==> config.mk <==
export PLATFORM = sky130hd
export DESIGN_NAME = sd_spi_read_response_deframer
export DESIGN_NICKNAME = d
export VERILOG_FILES = /design/src/rtl/sdrd_pkg.sv /design/src/rtl/sdrd_parser.sv /design/src/rtl/sdrd_out_reg.sv /design/src/rtl/sd_spi_read_response_deframer.sv
export SDC_FILE = /design/constraint.sdc
export NUM_CORES = 1
export LEC_CHECK = 0
export ABC_CLOCK_PERIOD_IN_PS = 6900
export BUFFER_PORTS_ARGS = -buffer_cell sky130_fd_sc_hd__buf_2
export CELL_PAD_IN_SITES_DETAIL_PLACEMENT = 0
export CELL_PAD_IN_SITES_GLOBAL_PLACEMENT = 1
export CORE_MARGIN = 3
export CORE_UTILIZATION = 30
export CTS_BUF_LIST = sky130_fd_sc_hd__clkbuf_16
export DETAILED_ROUTE_END_ITERATION = 8
export PLACE_DENSITY = 0.68
export SLEW_MARGIN = 20
export SYNTH_ARGS = -nofsm -noshare
export SYNTH_HDL_FRONTEND = slang
export SYNTH_SLANG_ARGS = --single-unit
==> constraint.sdc <==
create_clock -name clk -period 6.9 [get_ports clk]
set_input_delay 1.035 -clock clk [delete_from_list [all_inputs] [get_ports clk]]
set_output_delay 1.035 -clock clk [all_outputs]
set_load 0.005 [all_outputs]
==> src/rtl/sdrd_pkg.sv <==
// Shared constants and types for the SD SPI read response deframer.
// No dependencies; used by every module in rtl/.
`timescale 1ns / 1ps

package sdrd_pkg;

    localparam int BLOCK_BYTES = 512;
    localparam int COUNT_W     = 13;
    localparam int R1_LIMIT_W  = 13;
    localparam int TOK_LIMIT_W = 10;
    localparam int CFG_DATA_W  = 13;
    localparam int INDEX_W     = 9;
    localparam int PHASE_W     = 3;

    localparam logic [R1_LIMIT_W-1:0]  R1_LIMIT_RST  = R1_LIMIT_W'(8185);
    localparam logic [TOK_LIMIT_W-1:0] TOK_LIMIT_RST = TOK_LIMIT_W'(512);
    localparam logic [COUNT_W-1:0]     LAST_COUNT    = COUNT_W'(BLOCK_BYTES - 1);

    localparam logic [7:0] IDLE_BYTE   = 8'hFF;
    localparam logic [7:0] START_TOKEN = 8'hFE;

    // parse phases
    localparam logic [PHASE_W-1:0] PH_IDLE  = 3'd0;
    localparam logic [PHASE_W-1:0] PH_R1    = 3'd1;
    localparam logic [PHASE_W-1:0] PH_TOKEN = 3'd2;
    localparam logic [PHASE_W-1:0] PH_DATA  = 3'd3;
    localparam logic [PHASE_W-1:0] PH_DONE  = 3'd4;

    // result status codes
    localparam logic [1:0] ST_DATA     = 2'd0;
    localparam logic [1:0] ST_NO_R1    = 2'd1;
    localparam logic [1:0] ST_R1_ERR   = 2'd2;
    localparam logic [1:0] ST_NO_TOKEN = 2'd3;

    // configuration register indexes
    localparam logic CFG_R1_LIMIT  = 1'b0;
    localparam logic CFG_TOK_LIMIT = 1'b1;

    typedef struct packed {
        logic               valid;
        logic [7:0]         data_byte;
        logic [INDEX_W-1:0] byte_index;
        logic               last;
        logic [1:0]         status;
        logic [7:0]         r1_value;
    } result_t;

endpackage

==> src/rtl/sdrd_parser.sv <==
// Parse state and per-byte decode for the read response deframer.
// Depends on sdrd_pkg.
`timescale 1ns / 1ps

module sdrd_parser
(
    input  logic                                clk,
    input  logic                                rst_n,
    input  logic [sdrd_pkg::R1_LIMIT_W-1:0]     r1_limit,
    input  logic [sdrd_pkg::TOK_LIMIT_W-1:0]    tok_limit,
    input  logic                                advance,
    input  logic [7:0]                          rx_byte,
    input  logic                                first_byte,
    output sdrd_pkg::result_t                   result
);

    logic [sdrd_pkg::PHASE_W-1:0] phase_reg, phase_next;
    logic [sdrd_pkg::COUNT_W-1:0] count_reg, count_next;
    logic [7:0]                   r1_reg, r1_next;

    logic [sdrd_pkg::PHASE_W-1:0] ph_eff;
    logic [sdrd_pkg::COUNT_W-1:0] cnt_eff;
    logic [sdrd_pkg::COUNT_W-1:0] cnt_inc;
    logic [7:0]                   r1_eff;

    always_comb
    begin
        ph_eff  = first_byte ? sdrd_pkg::PH_R1 : phase_reg;
        cnt_eff = first_byte ? '0 : count_reg;
        r1_eff  = first_byte ? 8'd0 : r1_reg;
        cnt_inc = cnt_eff + 1'b1;

        phase_next = ph_eff;
        count_next = cnt_eff;
        r1_next    = r1_eff;

        result            = '0;
        result.r1_value   = r1_eff;

        unique case (ph_eff)
            sdrd_pkg::PH_R1:
            begin
                if (rx_byte != sdrd_pkg::IDLE_BYTE)
                begin
                    r1_next         = rx_byte;
                    result.r1_value = rx_byte;
                    if (rx_byte[7:1] != 7'd0)
                    begin
                        phase_next    = sdrd_pkg::PH_DONE;
                        result.valid  = 1'b1;
                        result.last   = 1'b1;
                        result.status = sdrd_pkg::ST_R1_ERR;
                    end
                    else
                    begin
                        phase_next = sdrd_pkg::PH_TOKEN;
                        count_next = '0;
                    end
                end
                else
                begin
                    count_next = cnt_inc;
                    if (cnt_inc >= r1_limit)
                    begin
                        phase_next      = sdrd_pkg::PH_DONE;
                        result.valid    = 1'b1;
                        result.last     = 1'b1;
                        result.status   = sdrd_pkg::ST_NO_R1;
                        result.r1_value = 8'd0;
                    end
                end
            end
            sdrd_pkg::PH_TOKEN:
            begin
                if (rx_byte == sdrd_pkg::START_TOKEN)
                begin
                    phase_next = sdrd_pkg::PH_DATA;
                    count_next = '0;
                end
                else
                begin
                    count_next = cnt_inc;
                    if (cnt_inc >= sdrd_pkg::COUNT_W'(tok_limit))
                    begin
                        phase_next    = sdrd_pkg::PH_DONE;
                        result.valid  = 1'b1;
                        result.last   = 1'b1;
                        result.status = sdrd_pkg::ST_NO_TOKEN;
                    end
                end
            end
            sdrd_pkg::PH_DATA:
            begin
                result.valid      = 1'b1;
                result.data_byte  = rx_byte;
                result.byte_index = cnt_eff[sdrd_pkg::INDEX_W-1:0];
                result.status     = sdrd_pkg::ST_DATA;
                if (cnt_eff >= sdrd_pkg::LAST_COUNT)
                begin
                    result.last = 1'b1;
                    phase_next  = sdrd_pkg::PH_DONE;
                end
                else
                begin
                    count_next = cnt_inc;
                end
            end
            default:
            begin
                // idle or done: byte is dropped
            end
        endcase
    end

    always_ff @(posedge clk or negedge rst_n)
    begin
        if (!rst_n)
        begin
            phase_reg <= sdrd_pkg::PH_IDLE;
            count_reg <= '0;
            r1_reg    <= 8'd0;
        end
        else if (advance)
        begin
            phase_reg <= phase_next;
            count_reg <= count_next;
            r1_reg    <= r1_next;
        end
    end

endmodule

==> src/rtl/sdrd_out_reg.sv <==
// Result register feeding the master-side stream.
// Depends on sdrd_pkg.
`timescale 1ns / 1ps

module sdrd_out_reg
(
    input  logic              clk,
    input  logic              rst_n,
    input  logic              advance,
    input  sdrd_pkg::result_t result,
    input  logic              take,
    output logic              out_valid,
    output sdrd_pkg::result_t out_item
);

    logic              valid_reg, valid_next;
    sdrd_pkg::result_t item_reg;

    always_comb
    begin
        valid_next = valid_reg;
        if (advance)
            valid_next = result.valid;
        else if (take)
            valid_next = 1'b0;
    end

    always_ff @(posedge clk or negedge rst_n)
    begin
        if (!rst_n)
            valid_reg <= 1'b0;
        else
            valid_reg <= valid_next;
    end

    always_ff @(posedge clk)
    begin
        if (advance && result.valid)
            item_reg <= result;
    end

    assign out_valid = valid_reg;
    assign out_item  = item_reg;

endmodule

==> src/rtl/sd_spi_read_response_deframer.sv <==
// Top level of the SD card SPI-mode single-block read response deframer.
// Depends on sdrd_pkg, sdrd_parser and sdrd_out_reg.
`timescale 1ns / 1ps

// Takes card bytes one item per cycle while the output side keeps up and
// returns the 512 data bytes of a single-block read, or one error item
// (no R1, R1 error, no start token). A byte with the tuser flag set
// restarts the parse. Each accepted byte is held in an input register, is
// decoded against the parse state, and any result lands in an output
// register. Bytes with no result (R1 hunt, token hunt, CRC, trailing
// bytes) still pass through the input register. Limits are to be written
// by the user through the cfg port only while idle; the block does not
// enforce it. Index 0 = R1 search limit (13 bits, reset 8185), index 1 =
// token search limit (10 bits, reset 512). A limit of zero behaves as one.

module sd_spi_read_response_deframer
(
    input  logic                            clk,
    input  logic                            rst_n,

    input  logic                            cfg_wr_en,
    input  logic                            cfg_addr,
    input  logic [sdrd_pkg::CFG_DATA_W-1:0] cfg_wdata,

    input  logic                            s_tvalid,
    output logic                            s_tready,
    input  logic [7:0]                      s_tdata,   // [7:0] rx_byte
    input  logic                            s_tuser,   // [0] first_byte

    output logic                            m_tvalid,
    input  logic                            m_tready,
    output logic [31:0]                     m_tdata,   // [7:0] data_byte, [16:8] byte_index,
                                                       // [24:17] r1_value, rest zero
    output logic                            m_tlast,   // last
    output logic [1:0]                      m_tuser    // [1:0] status
);

    logic [sdrd_pkg::R1_LIMIT_W-1:0]  r1_limit_reg;
    logic [sdrd_pkg::TOK_LIMIT_W-1:0] tok_limit_reg;

    // input register
    logic       in_valid_reg, in_valid_next;
    logic [7:0] in_byte_reg;
    logic       in_first_reg;

    logic              advance;
    logic              out_valid;
    sdrd_pkg::result_t result;
    sdrd_pkg::result_t out_item;

    // config writes
    always_ff @(posedge clk or negedge rst_n)
    begin
        if (!rst_n)
        begin
            r1_limit_reg  <= sdrd_pkg::R1_LIMIT_RST;
            tok_limit_reg <= sdrd_pkg::TOK_LIMIT_RST;
        end
        else if (cfg_wr_en)
        begin
            unique case (cfg_addr)
                sdrd_pkg::CFG_R1_LIMIT:  r1_limit_reg  <= cfg_wdata[sdrd_pkg::R1_LIMIT_W-1:0];
                sdrd_pkg::CFG_TOK_LIMIT: tok_limit_reg <= cfg_wdata[sdrd_pkg::TOK_LIMIT_W-1:0];
                default: ;
            endcase
        end
    end

    // held item moves on when the result register is free or draining
    assign advance  = in_valid_reg && (!out_valid || m_tready);
    assign s_tready = !in_valid_reg || advance;

    always_comb
    begin
        in_valid_next = in_valid_reg;
        if (s_tvalid && s_tready)
            in_valid_next = 1'b1;
        else if (advance)
            in_valid_next = 1'b0;
    end

    always_ff @(posedge clk or negedge rst_n)
    begin
        if (!rst_n)
            in_valid_reg <= 1'b0;
        else
            in_valid_reg <= in_valid_next;
    end

    always_ff @(posedge clk)
    begin
        if (s_tvalid && s_tready)
        begin
            in_byte_reg  <= s_tdata;
            in_first_reg <= s_tuser;
        end
    end

    sdrd_parser u_parser
    (
        .clk        (clk),
        .rst_n      (rst_n),
        .r1_limit   (r1_limit_reg),
        .tok_limit  (tok_limit_reg),
        .advance    (advance),
        .rx_byte    (in_byte_reg),
        .first_byte (in_first_reg),
        .result     (result)
    );

    sdrd_out_reg u_out_reg
    (
        .clk       (clk),
        .rst_n     (rst_n),
        .advance   (advance),
        .result    (result),
        .take      (m_tready),
        .out_valid (out_valid),
        .out_item  (out_item)
    );

    assign m_tvalid = out_valid;
    assign m_tdata  = {7'd0, out_item.r1_value, out_item.byte_index, out_item.data_byte};
    assign m_tlast  = out_item.last;
    assign m_tuser  = out_item.status;

endmodule
==> results of run 1 <==
[metal layers]
| metal | vias up | GRT usage | part of all wire |
|---|---|---|---|
| li1 | 1575 | - | - |
| met1 | 1585 | 0.162 | 0.43 |
| met2 | 69 | 0.219 | 0.50 |
| met3 | 16 | 0.0232 | 0.041 |
| met4 | 0 | 0.0550 | 0.022 |
| met5 | - | 0 | 0 |
[worst max-delay path: cells and delay by family, from the launching register on]
family                   cells  cell delay, ps
flip-flops                   1             360
AO/OA/AOI/OAI                3            1530
XOR/XNOR                     1             150
buffers and inverters        1             240
AND/OR/NAND/NOR              6            1070
adder cells (fa/ha/maj)      2             600
[synth_stat cells (2+ instances only)]
cell      count
a32oi_1       2
or3_1         4
mux2_2       12
clkbuf_1      7
edfxtp_1     37
o21ai_1       2
a31oi_1       4
nor3_1        6
a22o_1       24
dfrtp_1      37
a32o_1        3
and2_1       18
buf_4         8
nand2b_1      5
nand4_1       7
clkbuf_8      2
nor2b_1       7
nor2_1       24
nand4_2       2
o31ai_1       3
a211oi_1      3
xnor2_1       5
or4_1         2
and2b_1       2
and3_1        2
nand2_1      27
nand3_1      10
nor4_1        3
a21oi_2       2
ha_1         24
inv_1        27
dfstp_2      12
a21o_1        3
xor2_1        2
a41o_1        2
nand3_2       2
o21ai_0      22
a21oi_1      13
[metrics by stage]
step | total power [uW] | hold slack (ps) | worst slack [ps]
floorplan | 741 | 467 | 2020
global placement | 797 | 484 | 2640
detailed placement | 801 | 482 | 2530
CTS | 1280 | 504 | 2500
global route | 1320 | 518 | 2130
finish | 1260 | 501 | 2550
[where the power goes]
part / internal [uW] / total (uW) / leakage [uW] / switching [uW]
clock network: 278 / 472 / 0.000144 / 194
registers: 591 / 620 / 0.000948 / 28.9
logic: 72.7 / 170 / 0.00116 / 97.3
[worst paths after layout]
path | from | to | slack, ps | depth (start not counted)
max in group asynchronous | rst_n | u_parser.count_reg[6]$_DFFE_PN0P_ | 5670 | 2
min in group asynchronous | rst_n | r1_limit_reg[2]$_DFFE_PN0P_ | 800 | 2
hold reg to reg | u_parser.r1_reg[2]$_DFFE_PN0P_ | u_parser.r1_reg[2]$_DFFE_PN0P_ | 500 | 1
setup reg to reg | in_first_reg$_DFFE_PP_ | u_out_reg.out_item[17]$_SDFFCE_PN0P_ | 2550 | 13
hold / removal | u_parser.r1_reg[2]$_DFFE_PN0P_ | u_parser.r1_reg[2]$_DFFE_PN0P_ | 500 | 1
setup / recovery | in_first_reg$_DFFE_PP_ | u_out_reg.out_item[17]$_SDFFCE_PN0P_ | 2550 | 13
[cell families after synthesis]
group / synth area share
compound gates: 0.155
xor+xnor: 0.0136
fa+ha+maj: 0.0666
buf+inv: 0.0510
flops: 0.521
mux: 0.0300
other cells: 0.000831
simple gates: 0.162
[area by class of cell]
cell class / count / share of cell area
inverters: 27 / 0.0193
well taps: 184 / 0.0438
clock buffers: 9 / 0.0429
flip-flops and latches: 86 / 0.448
multi-input cells: 277 / 0.375
repair buffers: 60 / 0.0586
clock inverters: 7 / 0.0129
==> qor.csv, run 1 <==
stage,metric,value,unit
floorplanning,starting density of the core,0.308,
cts,clk slew on worst S/H paths,70,ps
yosys,Yosys top cell area share,0.246,
cts,Sink Count,86,
cts,maximum clock insertion buffer count,2,
critical_path,worst path required time,6860,ps
route,post-route ant nets,0,
critical_path,CP Launch Type,flop,
placed_design,GP Congestion,0.890,
critical_path,CP Data Arrival Time,4310,ps
yosys,Area contributors post-synth,"edfxtp_1 25%, dfrtp_1 21%, dfstp_2 7.0%",
grt,pin count of the biggest net entering global routing,50,
sta,Final Slew Violations,0,
yosys,cell area after synthesis,4510,sq um
cells_and_area,share of cells above drive strength 1,0.255,
yosys,Synth Instances,403,
yosys,largest area contributor in the netlist,edfxtp_1,
floorplanning,Core ar.,14600,sq um
cells_and_area,nets,513,
yosys,"Async S/R FF share, synth",0.570,
cells_and_area,Largest register FFs,28,
cts,clock latency at the later pin of the worst-skew pair,340,ps
floorplanning,Die Y,129,um
sta,Final min period,4350,ps
cells_and_area,ant diodes,0,
floorplanning,# IOs,65,
sta,RSZ-0062 raised after global routing,false,
yosys,Most used DFF post-synth,edfxtp_1,
min_path,hold crit path type,reg -> reg,
cts,hold buffers post-CTS,0,
grt,vias in the first global route,3297,
yosys,#FFs+latches synth,86,
placed_design,placed cells,634,
sta,Final period util,0.631,
cts,clk root buf,clkbuf_16,
sta,Slew HR,0.351,
cts,CTS tree,built,
cts,post-CTS sizing,0,
yosys,Post-synth EDFFs,37,
yosys,yosys warns,0,
grt,GR Overflow Total,0,
floorplanning,DIE AREA,16500,sq um
sta,worst-margin pin slew,971,ps
cells_and_area,most frequent cells in the layout,"57 x buf_2, 37 x edfxtp_1, 37 x dfrtp_1",
run,Max-cap violations,0,
route,initial drt markers,188,
critical_path,CP max-delay cell,a31oi_4,
power,power per cell area,240,nW/um^2
sta,Worst Skew,13.6,ps
cells_and_area,area occupied by multi-input gates,1970,sq um
cts,H-tree Lvls,3,
sta,Setup-failing EPs final,0,
grt,total global-route track usage,0.129,
cells_and_area,Non-Filler Instances,650,
yosys,post-synthesis cell type count,64,
critical_path,crit-path max FO,30,
floorplanning,die width,129,um
cells_and_area,cell area after layout,5250,sq um
cells_and_area,FF/Latch Area,2350,sq um
critical_path,Crit. End Element,flop,
cells_and_area,final core occ,0.359,
power,maximum resistive drop on vdd,0.000136,V
cells_and_area,Layout fillers,1467,
cells_and_area,Synth-to-Final Area Change,16.4,%
sta,setup TNS,0,ps
cts,Setup Buffers After CTS,0,
placed_design,hpwl dp,7.70,mm
cells_and_area,"most common cell after layout, fill and taps aside",buf_2,
critical_path,Worst path max stage delay,820,ps
route,Initial DRT Pass Iterations,5,
placed_design,Placed Area,4960,sq um
placed_design,port bufs,57,
route,vias per cell,4.99,
grt,first-pass GRT wire length,16.8,mm
grt,antenna violations before repair,0,
sta,Fin. Hold Viols,0,
critical_path,Setup Crit Path Kind,reg -> reg,
power,Leak,0.00225,uW
run_status,status,"complete, no violations",
yosys,Mapped Avg Cell Area,11.2,sq um
critical_path,CP cell instances,buf_4 -> nor2b_1 -> ha_1 -> nand3_2 -> nor3_1 -> xnor2_1 -> nor2_1 -> ha_1 -> nand4_1 -> a31o_2 -> a211oi_1 -> nor2_1 -> a31oi_4,
route,Routed wire per std cell,15.7,um
floorplanning,# rows,44,
cts,TritonCTS Buffers,9,
route,DRT Wirelength,10.2,mm
route,# DRC,0,
route,vias,3245,
sta,fmax,230,MHz
yosys,post-synthesis sequential area ratio,0.521,
No activity file was read; power rests on OpenSTA's default activity.
==> run 2, diff against run 1 <==
--- a/config.mk
+++ b/config.mk
@@ -5,7 +5,7 @@
 export SDC_FILE = /design/constraint.sdc
 export NUM_CORES = 1
 export LEC_CHECK = 0
-export ABC_CLOCK_PERIOD_IN_PS = 6900
+export ABC_CLOCK_PERIOD_IN_PS = 3500
 export BUFFER_PORTS_ARGS = -buffer_cell sky130_fd_sc_hd__buf_2
 export CELL_PAD_IN_SITES_DETAIL_PLACEMENT = 0
 export CELL_PAD_IN_SITES_GLOBAL_PLACEMENT = 1
@@ -13,7 +13,7 @@
 export CORE_UTILIZATION = 30
 export CTS_BUF_LIST = sky130_fd_sc_hd__clkbuf_16
 export DETAILED_ROUTE_END_ITERATION = 8
-export PLACE_DENSITY = 0.68
+export PLACE_DENSITY = 0.7
 export SLEW_MARGIN = 20
 export SYNTH_ARGS = -nofsm -noshare
 export SYNTH_HDL_FRONTEND = slang
==> constraint.sdc (replaced) <==
create_clock -name clk -period 3.5 [get_ports clk]
set_input_delay 0.525 -clock clk [delete_from_list [all_inputs] [get_ports clk]]
set_output_delay 0.525 -clock clk [all_outputs]
set_load 0.005 [all_outputs]
==> run 2 against run 1 <==
  * Total power is 95% higher
  * Cell count is 2.9% higher
  * Die area stayed put
  * Critical path type unchanged
  * Largest power group unchanged
==> qor.csv, run 2 (same netlist as run 1, synthesis figures left out) <==
stage,metric,value,unit,change
run_status,status,"complete, no violations",,unchanged
floorplanning,# IOs,65,,unchanged
placed_design,hpwl dp,8.18,mm,was 7.70 mm
cts,H-tree Lvls,3,,unchanged
critical_path,CP max-delay cell,dfrtp_1,,was a31oi_4
critical_path,CP Data Arrival Time,3510,ps,was 4310 ps
sta,Final min period,3410,ps,was 4350 ps
route,# DRC,0,,unchanged
grt,antenna violations before repair,0,,unchanged
cts,clk root buf,clkbuf_16,,unchanged
critical_path,"delay-heaviest family, CP",compound AO/OA/AOI/OAI gates,,unchanged
floorplanning,die width,129,um,unchanged
sta,Final period util,0.973,,was 0.631
grt,met3 usage in global routing,0.0237,,was 0.0232
grt,GR peak layer,met2,,unchanged
run,Max-cap violations,0,,unchanged
critical_path,worst reg2reg path startpoint,u_parser.count_reg[4]$_DFFE_PN0P_,,was in_first_reg$_DFFE_PP_
cells_and_area,final core occ,0.375,,was 0.359
grt,vias in the first global route,3256,,was 3297
sta,Slew HR,0.585,,was 0.351
cells_and_area,Non-Filler Instances,669,,was 650
route,vias,3336,,was 3245
cells_and_area,"most common cell after layout, fill and taps aside",buf_2,,unchanged
critical_path,R2R cell count,11,,was 13
grt,total global-route track usage,0.134,,was 0.129
power,power per cell area,449,nW/um^2,was 240 nW/um^2
route,Initial DRT Pass Iterations,4,,was 5
cells_and_area,nets,532,,was 513
floorplanning,DIE AREA,16500,sq um,unchanged
sta,Final Slew Violations,0,,unchanged
cts,Sink Count,86,,unchanged
placed_design,port bufs,57,,unchanged
critical_path,worst path bufs/invs,1,,unchanged
floorplanning,# rows,44,,unchanged
placed_design,Placed Area,5090,sq um,was 4960 sq um
critical_path,CP Launch Type,flop,,unchanged
power,maximum resistive drop on vdd,0.000202,V,was 0.000136 V
critical_path,Critical R2R Capture,u_out_reg.out_item[13]$_SDFFCE_PN0P_,,was u_out_reg.out_item[17]$_SDFFCE_PN0P_
critical_path,FF-to-FF setup slack,90,ps,was 2550 ps
grt,GR Overflow Total,0,,unchanged
critical_path,crit-path max FO,8,,was 30
route,post-route ant nets,0,,unchanged
cells_and_area,share of cells above drive strength 1,0.303,,was 0.255
power,Leak,0.00236,uW,was 0.00225 uW
route,Routed wire per std cell,16.7,um,was 15.7 um
critical_path,Critical Path Most Common Cell,nor2_1,,
sta,Fin. Hold Viols,0,,unchanged
sta,fmax,294,MHz,was 230 MHz
floorplanning,starting density of the core,0.308,,unchanged
placed_design,GP Congestion,0.850,,was 0.890
sta,Worst Skew,7.18,ps,was 13.6 ps
grt,M2 GR Usage,0.220,,was 0.219
cells_and_area,ant diodes,0,,unchanged
critical_path,CP cell instances,nand3_1 -> or3_2 -> a21oi_1 -> ha_1 -> nand2_1 -> nor2_1 -> a211oi_1 -> a211oi_4 -> nor2_1 -> a31oi_4 -> buf_4,,was buf_4 -> nor2b_1 -> ha_1 -> nand3_2 -> nor3_1 -> xnor2_1 -> nor2_1 -> ha_1 -> nand4_1 -> a31o_2 -> a211oi_1 -> nor2_1 -> a31oi_4
critical_path,Crit. End Element,flop,,unchanged
cts,clock latency at the later pin of the worst-skew pair,340,ps,about the same
cts,hold buffers post-CTS,0,,unchanged
route,vias per cell,4.99,,about the same
cts,TritonCTS Buffers,9,,unchanged
cts,maximum clock insertion buffer count,2,,unchanged
floorplanning,Die Y,129,um,unchanged
sta,setup TNS,0,ps,unchanged
cells_and_area,most frequent cells in the layout,"56 x buf_2, 37 x edfxtp_1, 36 x dfrtp_1",,"was 57 x buf_2, 37 x edfxtp_1, 37 x dfrtp_1"
cells_and_area,Synth-to-Final Area Change,21.6,%,was 16.4%
cells_and_area,cell area after layout,5490,sq um,was 5250 sq um
grt,grt met1 use,0.172,,was 0.162
min_path,hold crit path type,in -> async,,was reg -> reg
cts,CTS tree,built,,unchanged
power,total power,2460,uW,was 1260 uW
route,initial drt markers,252,,was 188
cts,clk slew on worst S/H paths,60,ps,was 70 ps
route,DRT Wirelength,11.2,mm,was 10.2 mm
grt,pin count of the biggest net entering global routing,47,,was 50
grt,first-pass GRT wire length,17.2,mm,was 16.8 mm
critical_path,Worst path max stage delay,580,ps,was 820 ps
cells_and_area,Largest register FFs,28,,unchanged
sta,Setup-failing EPs final,0,,unchanged
floorplanning,Core ar.,14600,sq um,unchanged
sta,worst-margin pin slew,616,ps,was 971 ps
placed_design,placed cells,644,,was 634
critical_path,worst path required time,3600,ps,was 6860 ps
critical_path,Setup Crit Path Kind,reg -> reg,,unchanged
==> run 2: changes by cell type in the layout (fill, tap and decap cells not counted), sizes merged <==
cell      before  now
buf           60   78
bufinv         1    0
clkbuf         9   10
clkinv         4    3
clkinvlp       1    2
inv           28   29
==> run 2: final cells by class <==
type                       count  area (sq um)
fill                        1474          9160
sequential                    86          2350
multi-input combinational    277          2050
timing repair buffer          79           487
tap                          184           230
clock buffer                   9           225
inverter                      27           101
clock inverter                 7          43.8
==> run 2: per-layer routing <==
| layer | vias to the layer above | wire length, um |
|---|---|---|
| li1 | 1613 | - |
| met1 | 1617 | 4750 |
| met2 | 87 | 5610 |
| met3 | 19 | 552 |
| met4 | 0 | 272 |
| met5 | - | 0 |
==> run 2: worst max path at each step <==
stage / cells after the start / startpoint / slack (ps) / to
2_1_floorplan: 15 / in_first_reg$_DFFE_PP_ / -160 / u_out_reg.out_item[0]$_DFFE_PP_
3_3_place_gp: 13 / in_first_reg$_DFFE_PP_ / 230 / u_out_reg.out_item[10]$_DFFE_PP_
3_5_place_dp: 13 / in_first_reg$_DFFE_PP_ / 160 / u_out_reg.out_item[24]$_SDFFCE_PN0P_
4_1_cts: 13 / in_first_reg$_DFFE_PP_ / 140 / u_out_reg.out_item[10]$_DFFE_PP_
5_1_grt: 14 / in_first_reg$_DFFE_PP_ / -50 / u_out_reg.out_item[5]$_DFFE_PP_
6_report: 11 / u_parser.count_reg[4]$_DFFE_PN0P_ / 90 / u_out_reg.out_item[13]$_SDFFCE_PN0P_
==> run 2: repair_timing <==
action | CTS | global route
setup endpoints to repair | 0 | 28
buffers inserted | 0 | 7
resized for setup | 0 | 8
==> run 2: where the power goes <==
part	internal (uW)	leakage (uW)	switching, uW	total [uW]
sequential	1170	0.000947	59.0	1220
clock	475	0.000132	381	856
combinational	170	0.00129	212	383
total	1810	0.00236	652	2460
==> run 2: metrics by stage <==
step / hold slack (ps) / setup WS (ps)
finish: 205 / 93.8
global route: 252 / -45.7
CTS: 355 / 143
detailed placement: 489 / 164
global placement: 483 / 227
floorplan: 229 / -163
==> run 2: worst register-to-register path: stages, from the launching register on <==
cell      delay (ps)
dfrtp_1          580
nand3_1          210
or3_2            440
a21oi_1          340
ha_1             320
nand2_1           70
nor2_1            40
a211oi_1         450
a211oi_4         130
nor2_1           200
a31oi_4          180
buf_4            210
